<file path="src/vcp_pkg.sv">
package vcp_pkg;

   localparam int MAX_DEPTH  = 256;
   localparam int PIXEL_BITS = 8;
   localparam int PORT_W     = 8;
   localparam int CNT_W      = $clog2(MAX_DEPTH + 1);
   localparam int SUM_W      = $clog2(MAX_DEPTH * ((2 ** PIXEL_BITS) - 1) + 1);
   localparam int STEP_W     = $clog2(SUM_W + 1);

   typedef logic [PIXEL_BITS-1:0] pixel_type;

   typedef enum logic [1:0] {
      MODE_MIN    = 2'd0,
      MODE_MAX    = 2'd1,
      MODE_MEAN   = 2'd2,
      MODE_MEDIAN = 2'd3
   } mode_type;

   typedef enum logic [1:0] {
      ST_COLLECT,
      ST_LOAD,
      ST_RUN
   } col_state_type;

   // broadcast to every cell of the chain
   typedef struct packed {
      logic      insert;
      logic      shift;
      pixel_type voxel;
   } cell_ctrl_type;

endpackage

</file>
<file path="src/vcp_cell.sv">
module vcp_cell (
   input  logic                   clock,
   input  vcp_pkg::cell_ctrl_type ctrl,
   input  logic                   occupied,
   input  logic                   free_slot,
   input  vcp_pkg::pixel_type     left_value,
   input  logic                   left_gt,
   input  vcp_pkg::pixel_type     right_value,
   output vcp_pkg::pixel_type     value,
   output logic                   gt
);

   vcp_pkg::pixel_type value_ff;
   vcp_pkg::pixel_type value_in;

   assign gt    = occupied && (value_ff > ctrl.voxel);
   assign value = value_ff;

   always_comb begin
      value_in = value_ff;
      if (ctrl.shift) begin
         // drain toward cell 0 during readout
         value_in = right_value;
      end else if (ctrl.insert && (gt || free_slot)) begin
         value_in = left_gt ? left_value : ctrl.voxel;
      end
   end

   always_ff @(posedge clock) begin
      value_ff <= value_in;
   end

endmodule

</file>
<file path="config.mk">
export PLATFORM = sky130hd
export DESIGN_NAME = vcp_cell
export DESIGN_NICKNAME = d
export VERILOG_FILES = /design/src/vcp_pkg.sv /design/src/vcp_cell.sv
export SDC_FILE = /design/constraint.sdc
export NUM_CORES = 1
export LEC_CHECK = 0
export ABC_AREA = 1
export ABC_CLOCK_PERIOD_IN_PS = 2200
export BUFFER_PORTS_ARGS = -buffer_cell sky130_fd_sc_hd__buf_4
export CELL_PAD_IN_SITES_DETAIL_PLACEMENT = 0
export CELL_PAD_IN_SITES_GLOBAL_PLACEMENT = 1
export CORE_ASPECT_RATIO = 1.5
export CORE_MARGIN = 3
export CORE_UTILIZATION = 29
export CTS_CLUSTER_DIAMETER = 30
export DETAILED_ROUTE_END_ITERATION = 8
export HOLD_SLACK_MARGIN = 0.03
export PLACE_DENSITY_LB_ADDON = 0.1
export SLEW_MARGIN = 20
export SYNTH_ARGS = -nofsm -noshare
export SYNTH_HDL_FRONTEND = slang
export SYNTH_SLANG_ARGS = --single-unit
</file>
<file path="constraint.sdc">
create_clock -name clock -period 2.2 [get_ports clock]
set_clock_uncertainty 0.15 [all_clocks]
set_input_delay 0.22 -clock clock [delete_from_list [all_inputs] [get_ports clock]]
set_output_delay 0.22 -clock clock [all_outputs]
set_load 0.02 [all_outputs]
</file>
==> reports/metrics.yaml <==
synthAdderAreaFrac: 0.1507
die-area_um2: 2913
synth_fp_nets: 121
critPathKind: "flip-flop to flip-flop"
setup-violations-final: 0
wire_per_inst_um: 11.38
fillers: 233
numCtsBuffers: 3
hpwl_um: 1409
cts_resized: 0
synth_top_family_by_area: "compound AO/OA/AOI/OAI gates"
cts_root_buffer: "clkbuf_4"
totalWireLength_um: 1638
via_per_inst: 4.583
syn_to_final_growth_pct: 47.08
htree_levels: 1
rows: 20
drtPass1Iterations: 2
cts_tree: "done"
post_cts_buffers: 0
power_density_nw_per_um2: 493.2
critPathCaptureType: "flip-flop"
power_frac_comb: 0.358
core_area_um2: 2102
pin_count: 39
synth_xor_area_frac: 0
post-route-util: 0.4649
antenna_found_initial: 0
syn_inst: 83
synth_seq_area_share: 0.3616
power.internal_mw: 0.3367
status: "finished, final reports clean"
rsz0062_at_grt: "false"
clk-insertion-delay-late_ns: 0.25
hold_depth: 2
reg2regPathDepth: 8
ys_ff_latch: 8
total_leakage_power_nw: 0.5231
period_share: 0.9101
postSynthAreaPerCell_um2: 8.005
largest_reg_flops: 8
layout_setup_ws_ns: 0.1978
worst_pin_slew_ns: 0.3608
synth_cell_types: 13
power_switching_mw: 0.1453
antenna_cells: 0
start_util: 0.3161
die_h_um: 64.62
via_count: 660
slew_violations: 0
crit_required_ns: 1.96
max_freq_ghz: 0.4994
netlist_area_um2: 664.4
clk_path_buf_depth: 2
gp_congestion: 0.7098
layout.nets: 162
hp-start: "right_value[4]"
synth_compound_area_frac: 0.1959
clkSinkCount: 8
ctsHoldBuffers: 0
relSlewSlack: 0.7589
startpoint_type: "flip-flop"
pwr-share-seq: 0.405
drc: 0
pwr-share-clk: 0.237
hp-class: "input pin to flip-flop"
die_w_um: 45.08
rrSetupSlack_ns: 0.20
yosys-mux-area-fraction: 0
rr_startpoint: "value[3]$_DFFE_PP_"
crit_arrival_ns: 1.76
maxCapViolations: 0
dpl_worst_slack_ns: 0.1614
setup_tns_ns: 0
holdPathEnd: "value[4]$_DFFE_PP_"
final-hold-violation-count: 0
synthSimpleGateAreaFrac: 0.1676
critPathMaxFanout: 8
grt_pass1_vias: 668
drive_gt1_frac: 0.3525
grt-ovfl-total: 0
grt_use_total: 0.1207
portBuffers: 38
min_period_ns: 2.002
first_iter_violations: 6
grt_max_degree: 15
hold_slack_ns: 0.08846
clk_pin_slew_ns: 0.06
yosysWarnings: 0
power_switching_share: 0.3015
grt_first_pass_wirelength_um: 2642
reg2reg_to: "value[3]$_DFFE_PP_"
final_antenna_net_count: 0
ir_drop_uv: 288.7
-- critical path: stages, from the launching register on --
cell      delay [ns]
edfxtp_1        0.40
ha_1            0.33
nand2_1         0.10
nor2_1          0.05
a21boi_0        0.17
nand2_1         0.09
nand2_1         0.06
nand2_1         0.04
nand2_1         0.28
-- how the worst max path moves through the flow --
stage / slack (ns) / startpoint / cells past startpoint / end
global placement: 0.25 / value[3]$_DFFE_PP_ / 8 / value[4]$_DFFE_PP_
finish: 0.20 / value[3]$_DFFE_PP_ / 8 / value[3]$_DFFE_PP_
detailed placement: 0.16 / value[3]$_DFFE_PP_ / 8 / value[5]$_DFFE_PP_
CTS: 0.16 / value[3]$_DFFE_PP_ / 8 / value[3]$_DFFE_PP_
floorplan: 0.27 / value[7]$_DFFE_PP_ / 8 / value[0]$_DFFE_PP_
global route: 0.01 / value[3]$_DFFE_PP_ / 8 / value[2]$_DFFE_PP_
-- cell type report --
type                       instances  area (µm²)  area share
tap                               22       27.53     0.02817
timing repair buffer              38       285.3      0.2919
sequential                         8       240.2      0.2458
multi-input combinational         57       341.6      0.3496
clock buffer                       3       22.52     0.02305
inverter                          16       60.06     0.06146
-- stage by stage --
stage               cell area (µm²)  cells  power (mW)
floorplan                     664.4     83      0.2938
global placement              954.7    141      0.3724
detailed placement            954.7    141      0.3752
CTS                           977.2    144      0.4916
global route                  977.2    144      0.5198
finish                        977.2    144      0.4819
-- power groups by stage --
| stage | clock network [mW] | logic [mW] | registers [mW] |
|---|---|---|---|
| 2_1_floorplan | 0 | 0.0782 | 0.216 |
| 3_3_place_gp | 0 | 0.174 | 0.198 |
| 3_5_place_dp | 0 | 0.176 | 0.199 |
| 4_1_cts | 0.119 | 0.177 | 0.196 |
| 5_1_grt | 0.127 | 0.195 | 0.197 |
| 6_report | 0.114 | 0.172 | 0.195 |
-- Yosys cell counts --
cell type  instances  area, µm²
a21boi_0           1      7.510
inv_1             15      56.30
nor2_2             1      6.260
nor2_1             5      18.77
ha_1               8      100.1
o211ai_1           5      37.54
edfxtp_1           8      240.2
o21a_1             5      37.54
buf_6              2      22.52
nand2_1           23      86.33
a21oi_1            8      40.04
a21o_1             1      7.510
inv_2              1      3.750
-- cell usage in the layout, fill, tap and decap left out --
cell type / Yosys / routed
nor2_1: 5 / 5
nor2_2: 1 / 1
a21oi_1: 8 / 8
nand2_1: 23 / 23
o211ai_1: 5 / 5
o21a_1: 5 / 5
inv_1: 15 / 15
clkbuf_4: 0 / 3
a21boi_0: 1 / 1
buf_4: 0 / 38
inv_2: 1 / 1
edfxtp_1: 8 / 8
a21o_1: 1 / 1
ha_1: 8 / 8
-- per-layer routing --
| metal | global-route usage | vias up | wire length, µm |
|---|---|---|---|
| li1 | - | 353 | - |
| met1 | 0.1411 | 284 | 674 |
| met2 | 0.2039 | 21 | 846 |
| met3 | 0.02222 | 2 | 112 |
| met4 | 0.05495 | 0 | 5 |
| met5 | 0 | - | 0 |
-- cell families after synthesis --
group                    Yosys count
AO/OA/AOI/OAI                     20
adder cells (fa/ha/maj)            8
buffers and inverters             18
flip-flops                         8
AND/OR/NAND/NOR                   29
(Power assumes the default switching activity.)
