==> src/vcp_pkg.sv <==
package vcp_pkg;

   localparam int MAX_DEPTH  = 256;
   localparam int PIXEL_BITS = 8;
   localparam int PORT_W     = 8;
   localparam int CNT_W      = $clog2(MAX_DEPTH + 1);
   localparam int SUM_W      = $clog2(MAX_DEPTH * ((2 ** PIXEL_BITS) - 1) + 1);
   localparam int STEP_W     = $clog2(SUM_W + 1);

   typedef logic [PIXEL_BITS-1:0] pixel_type;

   typedef enum logic [1:0] {
      MODE_MIN    = 2'd0,
      MODE_MAX    = 2'd1,
      MODE_MEAN   = 2'd2,
      MODE_MEDIAN = 2'd3
   } mode_type;

   typedef enum logic [1:0] {
      ST_COLLECT,
      ST_LOAD,
      ST_RUN
   } col_state_type;

   // broadcast to every cell of the chain
   typedef struct packed {
      logic      insert;
      logic      shift;
      pixel_type voxel;
   } cell_ctrl_type;

endpackage

==> src/vcp_divider.sv <==
module vcp_divider (
   input  logic                        clock,
   input  logic                        reset,
   input  logic                        start,
   input  logic [vcp_pkg::SUM_W-1:0]   dividend,
   input  logic [vcp_pkg::CNT_W-1:0]   divisor,
   output logic                        done,
   output vcp_pkg::pixel_type          quotient
);

   logic [vcp_pkg::CNT_W-1:0]  rem_ff, rem_in;
   logic [vcp_pkg::SUM_W-1:0]  quo_ff, quo_in;
   logic [vcp_pkg::CNT_W-1:0]  div_ff, div_in;
   logic [vcp_pkg::STEP_W-1:0] step_ff, step_in;
   logic                       busy_ff, busy_in;
   logic                       done_ff, done_in;
   logic [vcp_pkg::CNT_W:0]    trial;
   logic                       fits;

   // one quotient bit per cycle, restoring
   assign trial = {rem_ff, quo_ff[vcp_pkg::SUM_W-1]};
   assign fits  = trial >= {1'b0, div_ff};

   always_comb begin
      rem_in  = rem_ff;
      quo_in  = quo_ff;
      div_in  = div_ff;
      step_in = step_ff;
      busy_in = busy_ff;
      done_in = done_ff;
      if (start) begin
         rem_in  = '0;
         quo_in  = dividend;
         div_in  = divisor;
         step_in = vcp_pkg::STEP_W'(vcp_pkg::SUM_W);
         busy_in = 1'b1;
         done_in = 1'b0;
      end else if (busy_ff) begin
         rem_in  = fits ? vcp_pkg::CNT_W'(trial - {1'b0, div_ff})
                        : trial[vcp_pkg::CNT_W-1:0];
         quo_in  = {quo_ff[vcp_pkg::SUM_W-2:0], fits};
         step_in = step_ff - 1'b1;
         if (step_ff == vcp_pkg::STEP_W'(1)) begin
            busy_in = 1'b0;
            done_in = 1'b1;
         end
      end
   end

   always_ff @(posedge clock) begin
      if (reset) begin
         busy_ff <= 1'b0;
         done_ff <= 1'b0;
         step_ff <= '0;
      end else begin
         busy_ff <= busy_in;
         done_ff <= done_in;
         step_ff <= step_in;
      end
      rem_ff <= rem_in;
      quo_ff <= quo_in;
      div_ff <= div_in;
   end

   assign done     = done_ff;
   assign quotient = quo_ff[vcp_pkg::PIXEL_BITS-1:0];

endmodule

==> config.mk <==
export PLATFORM = sky130hd
export DESIGN_NAME = vcp_divider
export DESIGN_NICKNAME = d
export VERILOG_FILES = /design/src/vcp_pkg.sv /design/src/vcp_divider.sv
export SDC_FILE = /design/constraint.sdc
export NUM_CORES = 1
export LEC_CHECK = 0
export ABC_AREA = 1
export BUFFER_PORTS_ARGS = -buffer_cell sky130_fd_sc_hd__buf_2
export CAP_MARGIN = 20
export CORE_MARGIN = 5
export CORE_UTILIZATION = 52
export CTS_CLUSTER_SIZE = 8
export DETAILED_ROUTE_END_ITERATION = 6
export GPL_ROUTABILITY_DRIVEN = 0
export HOLD_SLACK_MARGIN = 0.06
export PLACE_DENSITY = 0.72
export SYNTH_ARGS = -nofsm -noshare
export SYNTH_HDL_FRONTEND = slang
export SYNTH_SLANG_ARGS = --single-unit
export TNS_END_PERCENT = 30
==> constraint.sdc <==
create_clock -name clock -period 4.8 [get_ports clock]
set_clock_uncertainty 0.05 [all_clocks]
set_input_delay 0.24 -clock clock [delete_from_list [all_inputs] [get_ports clock]]
set_output_delay 0.24 -clock clock [all_outputs]
set_load 0.02 [all_outputs]
==> metrics.yaml <==
outcome: "finished, final reports clean"
postCtsSetupRepairBufs: 0
area_growth_pct: 10.4
wl_per_cell_um: 11.2
crit_family: "simple AND/OR/NAND/NOR gates"
grt_usage_pct: 15.3
clk_path_buf_depth: 2
p_per_area_nw_per_um2: 301
grt_pass1_wl_mm: 7.49
finalNonFillerCells: 375
p_comb_share_pct: 16.4
cts.sinks: 41
rows: 24
cp.buffers_inverters: 2
die_x_um: 76.6
crit_type: "reg2reg"
busiest_layer: "met2"
layout-drive-gt1-share_pct: 16.4
ys_warn_count: 0
fmaxAchievable_mhz: 478
grt_max_degree: 29
synth.largest_area_cell: "edfxtp_1"
cts_tree: "yes"
finish.net_count: 362
internal-power_uw: 568
setup.worst_path.end_class: "flop"
seqPwrFrac_pct: 54.3
viasPerCell: 4.81
finalWirelength_mm: 4.19
worstHoldPathType: "in2reg"
final_common_cell: "nand2_1"
clock_latency_ns: 0.29
htree_num_levels: 2
coreArea_um2: 4320
synth_compound_area_share_pct: 2.44
crit_chain: "inv_1 > ha_1 > inv_1 > fa_1 > nand4_1 > nand2_1 > nand2_2 > nand2_2 > nand2_1 > nand3_1 > nand2_1"
drc: 0
cts_buffers: 5
num_vias: 1805
synth_area_um2: 2300
synth_top_family_by_area: "simple AND/OR/NAND/NOR gates"
diodes: 0
synth_cell_types: 26
crit_slowest_cell: "fa_1"
globalRouteOverflowTotal: 0
cts_root_buf: "clkbuf_8"
dp_slack_ns: 2.73
crit_arrival_ns: 2.27
synth_cells: 292
critPathMaxFanout: 11
postLayoutSetupSlackWorst_ns: 2.71
dieHeight_um: 76.6
initial_core_util_pct: 53.3
synth-simple-area-share_pct: 31.1
mostFrequentLayoutCells: "111 x nand2_1, 41 x inv_1, 36 x buf_2, 26 x nand3_1, 25 x edfxtp_1"
cap_violations: 0
met3_usage_pct: 4.26
post-route-period-util_pct: 43.5
cp_common_cell: "nand2_1"
switchingPower_uw: 198
antenna_found_initial: 0
start_kind: "flop"
leakage_uw: 0.00134
grtUsageMet2_pct: 26.5
ys_seq_area_share_pct: 46.5
syn_nets: 332
grt_setup_unrepaired: "false"
synth_top_area_share_pct: 32.6
max_slew_margin_pct: 55.5
ioPinCount: 37
synth_area_leaders: "edfxtp_1 33%, nand2_1 18%, dfxtp_1 14%, inv_1 6.7%, ha_1 6.0%"
cts_resized: 0
yosys.area_share.adder_pct: 6.84
dp_hpwl_mm: 3.20
dieArea_um2: 5860
dp_cells: 366
synth_mux_area_share_pct: 0
fin_crit_ns: 2.09
path_clk_slew_ns: 0.07
drtPass1Iterations: 4
switching_share_pct: 25.8
maxSlewViolCount: 0
ys_ff_latch: 41
syn_area_per_cell_um2: 7.89
antenna_left: 0
clkPwrFrac_pct: 29.4
final-hold-violation-count: 0
first_global_vias: 1733
worst_pin_slew_ns: 0.667
setup_tns_ns: 0
globalRouteMet1Util_pct: 18.1
cts_hold_repair.buffers: 1
drt-initial-drc-count: 81
cp_slowest_stage_delay_ns: 0.43
synthXorXnorAreaFrac_pct: 1.52
crit_required_ns: 4.98
setup_violations: 0
irDropWorstVdd_v: 0.000232
port-buffer-count: 36
## kinds of logic after synthesis
group                      after synthesis
AOI/OAI and AO/OA                        9
xor gates and xnor gates                 4
adders and majority gates               12
buffers and inverters                   57
DFF                                     41
and+or+nand+nor                        169
## stage by stage
stage / cell area (um2) / power [uW] / hold WS, ns / util [%]
after floorplan: 2300 / 520 / 0.259 / -
after global placement: 2440 / 546 / 0.368 / 56.5
after detailed placement: 2440 / 548 / 0.368 / 56.5
after CTS: 2540 / 776 / 0.0664 / 58.8
after global routing: 2540 / 812 / 0.0601 / 58.8
final: 2540 / 765 / 0.0747 / 58.8
## layer usage
| metal | share of wire (%) | vias up |
|---|---|---|
| li1 | - | 968 |
| met1 | 48 | 804 |
| met2 | 46 | 28 |
| met3 | 5.1 | 5 |
| met4 | 1.5 | 0 |
| met5 | 0 | - |
## power by group through the flow
| stage | Combinational (uW) | Sequential, uW | Clock (uW) |
|---|---|---|---|
| floorplan | 100 | 420 | 0 |
| global placement | 123 | 423 | 0 |
| detailed placement | 125 | 423 | 0 |
| CTS | 127 | 416 | 234 |
| global route | 143 | 418 | 250 |
| finish | 125 | 415 | 225 |
## flip-flops by register name, indices dropped and copies added, names as in the netlist
register,count
busy_ff,1
div_ff,9
done,1
quo_ff,16
rem_ff,9
step_ff,5
## final cells by class
type                            instances  area [um2]
Tap cell                               52        65.1
Clock buffer                            8        90.1
Fill cell                             390        1780
Timing Repair Buffer                   37         190
Sequential cell                        41        1070
Multi-Input combinational cell        194         966
Inverter                               43         161
## synth_stat cells (all sizes together)
cell type,instances
dfxtp,16
a211oi,1
edfxtp,25
nand4,2
buf,12
clkinv,2
and3,1
a31oi,2
nor2,20
nand2,115
ha,11
clkbuf,2
nor3,2
xnor2,3
a21oi,5
nor2b,1
xor2,1
nand3,28
o211ai,1
fa,1
inv,41
## worst paths after layout
kind                            startpoint         end  slack (ns)  cells after the start
worst min-delay path            divisor[0]   div_ff[0]        0.07                      1
worst max-delay path            quo_ff[15]   rem_ff[7]        2.71                     11
worst max register to register  quo_ff[15]   rem_ff[7]        2.71                     11
worst min register to register  step_ff[4]  step_ff[4]        0.42                      2
Note: power is estimated with default switching activity, not from simulation.
